===== config.mk =====
export PLATFORM = sky130hd
export DESIGN_NAME = cohm_ctrl
export DESIGN_NICKNAME = d
export VERILOG_FILES = /design/src/hdl/cohm_pkg.sv /design/src/hdl/cohm_ctrl.sv
export SDC_FILE = /design/constraint.sdc
export NUM_CORES = 1
export LEC_CHECK = 0
export BUFFER_PORTS_ARGS = -buffer_cell sky130_fd_sc_hd__buf_2
export CORE_AREA = 2 2 39 41
export CTS_BUF_LIST = sky130_fd_sc_hd__clkbuf_8
export DETAILED_ROUTE_END_ITERATION = 16
export DIE_AREA = 0 0 41 43
export GPL_TIMING_DRIVEN = 0
export HOLD_SLACK_MARGIN = 0.03
export PLACE_DENSITY = 0.78
export SETUP_SLACK_MARGIN = 0.15
export SLEW_MARGIN = 20
export SYNTH_ARGS = -nofsm -noshare
export SYNTH_HDL_FRONTEND = slang
export SYNTH_SLANG_ARGS = --single-unit

===== constraint.sdc =====
create_clock -name aclk -period 1.69 [get_ports aclk]
set_clock_uncertainty 0.1 [all_clocks]
set_input_delay 0.169 -clock aclk [delete_from_list [all_inputs] [get_ports aclk]]
set_output_delay 0.169 -clock aclk [all_outputs]
set_load 0.05 [all_outputs]

===== src/hdl/cohm_pkg.sv =====
// Shared constants, codes and control/status types of the coalesced hash map.
`timescale 1ns / 1ps
package cohm_pkg;

    localparam int SLOTS  = 256;
    localparam int IDX_W  = $clog2(SLOTS);
    localparam int LINK_W = IDX_W + 1;
    localparam int KEY_W  = 64;
    localparam int VAL_W  = 32;
    localparam int CNT_W  = 9;
    localparam int CMD_W  = 2;
    localparam int STS_W  = 2;
    localparam int MARK_W = 2;
    localparam int META_W = MARK_W + LINK_W;
    localparam int KV_W   = KEY_W + VAL_W;
    localparam int IN_W   = 104;
    localparam int OUT_W  = 48;

    localparam logic [CMD_W-1:0] CMD_SET    = 2'd0;
    localparam logic [CMD_W-1:0] CMD_QUERY  = 2'd1;
    localparam logic [CMD_W-1:0] CMD_REMOVE = 2'd2;

    localparam logic [STS_W-1:0] ST_OK       = 2'd0;
    localparam logic [STS_W-1:0] ST_NOT_FOUND = 2'd1;
    localparam logic [STS_W-1:0] ST_FULL     = 2'd2;

    localparam logic [MARK_W-1:0] MARK_EMPTY   = 2'd0;
    localparam logic [MARK_W-1:0] MARK_LIVE    = 2'd1;
    localparam logic [MARK_W-1:0] MARK_REMOVED = 2'd2;

    localparam logic [LINK_W-1:0] NULL_LINK = LINK_W'(SLOTS);
    localparam logic [IDX_W-1:0]  STEP_LAST = IDX_W'(SLOTS - 1);

    typedef struct packed {
        logic              load;
        logic              save_home;
        logic              follow;
        logic              scan;
        logic              wr_hit_val;
        logic              wr_hit_rm;
        logic              wr_home_ins;
        logic              wr_np;
        logic              wr_home_link;
        logic              cnt_inc;
        logic              cnt_dec;
        logic              set_res;
        logic              res_found;
        logic [STS_W-1:0]  res_status;
        logic              res_use_val;
        logic              out_load;
    } dp_ctl_t;

    typedef struct packed {
        logic [CMD_W-1:0]  cmd;
        logic [MARK_W-1:0] mark;
        logic              key_eq;
        logic              link_end;
        logic              step_last;
        logic              home_live;
        logic              free_zero;
        logic              out_busy;
    } dp_sts_t;

endpackage


===== src/hdl/cohm_ctrl.sv =====
// Controller: sequences chain walk, free-slot scan, slot writes and result hand-off.
`timescale 1ns / 1ps
module cohm_ctrl (
    input  logic              aclk,
    input  logic              aresetn,
    input  logic              s_tvalid,
    output logic              s_tready,
    input  cohm_pkg::dp_sts_t sts,
    output cohm_pkg::dp_ctl_t ctl
);

    localparam logic [2:0] S_IDLE     = 3'd0;
    localparam logic [2:0] S_CHK_HOME = 3'd1;
    localparam logic [2:0] S_CHK_WALK = 3'd2;
    localparam logic [2:0] S_SCAN     = 3'd3;
    localparam logic [2:0] S_FCHK     = 3'd4;
    localparam logic [2:0] S_WR2      = 3'd5;
    localparam logic [2:0] S_FIN      = 3'd6;

    logic [2:0] state_reg, state_next;
    logic       hit, stop, known;

    assign hit   = (sts.mark == cohm_pkg::MARK_LIVE) && sts.key_eq;
    assign stop  = sts.link_end || sts.step_last;
    assign known = (sts.cmd == cohm_pkg::CMD_SET) || (sts.cmd == cohm_pkg::CMD_QUERY)
                   || (sts.cmd == cohm_pkg::CMD_REMOVE);
    assign s_tready = (state_reg == S_IDLE);

    always_comb begin
        ctl        = '0;
        state_next = state_reg;
        unique case (state_reg)
            S_IDLE: begin
                if (s_tvalid) begin
                    ctl.load   = 1'b1;
                    state_next = S_CHK_HOME;
                end
            end
            S_CHK_HOME, S_CHK_WALK: begin
                ctl.save_home = (state_reg == S_CHK_HOME);
                priority if (!known) begin
                    ctl.set_res    = 1'b1;
                    ctl.res_status = cohm_pkg::ST_OK;
                    state_next     = S_FIN;
                end else if (hit) begin
                    ctl.set_res   = 1'b1;
                    ctl.res_found = 1'b1;
                    if (sts.cmd == cohm_pkg::CMD_SET) begin
                        ctl.wr_hit_val = 1'b1;
                    end else begin
                        ctl.res_use_val = 1'b1;
                        if (sts.cmd == cohm_pkg::CMD_REMOVE) begin
                            ctl.wr_hit_rm = 1'b1;
                            ctl.cnt_dec   = 1'b1;
                        end
                    end
                    state_next = S_FIN;
                end else if (stop || (state_reg == S_CHK_HOME
                                      && sts.mark == cohm_pkg::MARK_EMPTY)) begin
                    // Key absent: place it or report the miss.
                    if (sts.cmd != cohm_pkg::CMD_SET) begin
                        ctl.set_res    = 1'b1;
                        ctl.res_status = cohm_pkg::ST_NOT_FOUND;
                        state_next     = S_FIN;
                    end else if (sts.home_live) begin
                        state_next = S_SCAN;
                    end else begin
                        ctl.wr_home_ins = 1'b1;
                        ctl.cnt_inc     = 1'b1;
                        ctl.set_res     = 1'b1;
                        state_next      = S_FIN;
                    end
                end else begin
                    ctl.follow = 1'b1;
                    state_next = S_CHK_WALK;
                end
            end
            S_SCAN: begin
                if (sts.free_zero) begin
                    ctl.set_res    = 1'b1;
                    ctl.res_status = cohm_pkg::ST_FULL;
                    state_next     = S_FIN;
                end else begin
                    ctl.scan   = 1'b1;
                    state_next = S_FCHK;
                end
            end
            S_FCHK: begin
                if (sts.mark == cohm_pkg::MARK_EMPTY) begin
                    ctl.wr_np  = 1'b1;
                    state_next = S_WR2;
                end else begin
                    state_next = S_SCAN;
                end
            end
            S_WR2: begin
                ctl.wr_home_link = 1'b1;
                ctl.cnt_inc      = 1'b1;
                ctl.set_res      = 1'b1;
                state_next       = S_FIN;
            end
            S_FIN: begin
                if (!sts.out_busy) begin
                    ctl.out_load = 1'b1;
                    state_next   = S_IDLE;
                end
            end
            default: begin
                state_next = S_IDLE;
            end
        endcase
    end

    always_ff @(posedge aclk) begin
        if (!aresetn) begin
            state_reg <= S_IDLE;
        end else begin
            state_reg <= state_next;
        end
    end

endmodule

==> impl_metrics.toml <==
[synth]
synth_area_leader_cell = "dfxtp_1"
ys_warn_count = 0
syn-num-nets = 76
syn_avg_cell_area_um2 = 7.01
syn_inst = 63
netlist_top_cells_area = "dfxtp_1, nand2_1, nor2_1, o21ai_0, a21oi_1"
yosys_most_used_dff = "dfxtp_1"
synth.most_common_cell = "nand2_1"
synth_seq_area_share = 0.136
synth_edf_count = 0
async_flop_share = 0
yosys.area.top_type_share = 0.136
syn-cell-area_um2 = 442
synth_cell_types = 30
synth_commonest_cells = "nand2_1, nor2_1, o21ai_0"
ys_ff_latch = 3

[placed_design]
placed_cell_area_um2 = 691
dp_hpwl_um = 1050
io_buffers = 28
globalplace.congestion = 0.786
place_ws_ps = -192

[drt]
ant_nets = 0
viasPerCell = 5.20
drt_first_pass_iters = 3
wl_per_cell_um = 15.3
vias = 676
remaining_drc_errors = 0
routed_wl_um = 1990
drt_iter0_markers = 10

[setup_path]
startpoint = "state_reg[1]"
slowest_delay_ps = 370
crit_slowest_cell = "a211o_2"
crit_fanout = 3
cp-endpoint = "ctl[5]"
crit_buf_inv = 3
worst_path_most_repeated_cell = "buf_6"
crit_chain = "buf_6, nor3b_4, a211o_2, buf_6, a21boi_4, o31ai_4, buf_6"
start_kind = "register"
critPathKind = "reg -> out"
r2r_cells = 7
crit_arrival_ps = 1620
cp_num_cells = 7
end_kind = "output pin"
reg2reg_to = "state_reg[2]"
timing.reg2reg.setup_slack_ps = 120
crit-reg2reg-launch = "state_reg[1]"
crit_required_ps = 1420
critPathTopFamily = "compound AO/OA/AOI/OAI gates"

[global_routing]
grt_pass1_vias = 669
antenna_found_initial = 0
track_usage = 0.230
grt_pass1_wl_um = 2750
grt_max_degree = 11
overflow = 0

[timing]
finalCritPeriodShare = 1.12
setup_viol = 13
maxSlewViolCount = 0
period_needed_ps = 1890
fmax_ghz = 0.529
hold_viol = 0
worstMarginPinSlew_ps = 387
worst_slack_ps = -201
rsz0062_at_grt = "yes"
relSlewSlack = 0.742

[layout]
layout.nets = 128
largest_reg_flops = 3
fin_util = 0.830
postLayoutCellArea_um2 = 1150
syn2layout_area_growth_pct = 160
drive_gt1_frac = 0.772
n_antenna_cell = 0

[power]
seqPwrFrac = 0.065
ir_drop_mv = 1.21
switching_share = 0.479
combPwrFrac = 0.835
switchingPower_w = 0.00100
p_int_w = 0.00109
total_power_w = 0.00209
power.density_nw_per_um2 = 1820
p_leak_nw = 0.544
clockPowerShare = 0.100

[die]
fp.dieArea_um2 = 1760
die_x_um = 41
start_util = 0.319
io_pins = 31
core_area_um2 = 1380
die_h_um = 43
row_count = 14

[clock_network]
ctsLongestPathBuffers = 2
clkTransAtPathRegs_ps = 30
cts_buffers = 3
htree_levels = 1
clock_tree.root_cell = "clkbuf_8"
clkSinkCount = 3
cts_tree = "yes"
clkLatencyLatePin_ps = 220

[run_status]
status = "finished with violations"
failed_checks = "setup timing"

[job]
maxCapViolations = 0

[worst_hold_path]
hp-class = "in -> reg"
holdPathStages = 2
power groups by stage:
stage	combinational (W)	clock [W]	sequential (W)
final	0.00175	0.000208	0.000136
after global routing	0.00180	0.000220	0.000137
after CTS	0.00143	0.000210	0.000132
after detailed placement	0.000972	0	0.000124
after global placement	0.000961	0	0.000120
after floorplan	0.000809	0	0.000118
cell families after synthesis:
logic type / count (synthesis) / synth area share
DFF: 3 / 0.136
buffers and inverters: 9 / 0.119
xor gates and xnor gates: 2 / 0.0397
AOI/OAI and AO/OA: 15 / 0.227
and+or+nand+nor: 34 / 0.479
routing by layer:
metal / GRT usage / vias up / share of wire
li1: - / 326 / -
met1: 0.222 / 309 / 0.33
met2: 0.406 / 31 / 0.58
met3: 0.0209 / 10 / 0.048
met4: 0.173 / 0 / 0.042
met5: 0 / - / 0
worst reg2reg max path: stages, from the launching register on:
cell,delay [ps]
dfxtp_2,320
buf_6,130
nor3b_4,50
a211o_2,370
buf_6,140
a21boi_4,180
buf_4,140
o2bb2ai_1,50
layout make-up:
type                    count  area, um2
multi-input cells          51        512
repair buffers             47        442
flip-flops and latches      3       63.8
fillers                    91        235
clock buffers               3       41.3
inverters                   3       11.3
clock inverters             1       3.75
plain buffers               6       55.1
well taps                  16       20.0
cell usage in the layout (no fill, tap or decap):
cell,netlist,final
a21oi_2,0,1
inv_1,3,3
buf_6,1,21
buf_4,2,12
nor2b_4,0,2
and3b_1,2,2
nor3_4,0,3
a211o_2,1,1
nand2_4,0,1
and3_4,1,3
nor2_2,0,2
xnor2_1,2,1
o21ai_2,0,1
clkbuf_2,1,1
a21boi_4,0,1
nand2_2,0,2
nor2_1,7,3
o31ai_4,0,1
nor4_4,0,1
and2_4,0,1
nand3_4,1,1
o41ai_4,0,1
dfxtp_2,0,3
nor2_4,1,3
a21oi_1,4,3
o21ai_0,5,5
buf_2,2,12
nor3b_4,0,2
and3_1,3,1
or4_1,1,1
inv_2,0,1
nand3_1,1,1
o2bb2ai_1,1,1
buf_8,0,7
xnor2_4,0,1
nand2_1,8,5
clkbuf_8,0,3
repair_timing:
action / 4_1_cts / 5_1_grt
pin swaps: 13 / 12
buffers inserted: 11 / 8
setup endpoints to repair: 16 / 17
hold buffers: 0 / 0
resized for setup: 57 / 19
hold endpoints to repair: 0 / 0
stage by stage:
stage / hold WS, ps / std cells / setup TNS [ps]
floorplan: 186 / 63 / -3110
global placement: 314 / 107 / -435
detailed placement: 315 / 107 / -626
CTS: 90.5 / 122 / -1130
global route: 117 / 130 / -2030
finish: 92.6 / 130 / -1530
how the worst min path moves through the flow:
stage / startpoint / end
after CTS: aresetn / state_reg[2]
after floorplan: aresetn / state_reg[2]
after detailed placement: aresetn / state_reg[2]
after global routing: aresetn / state_reg[2]
final: aresetn / state_reg[2]
after global placement: aresetn / state_reg[2]
Power figures use the tool's default switching activity.
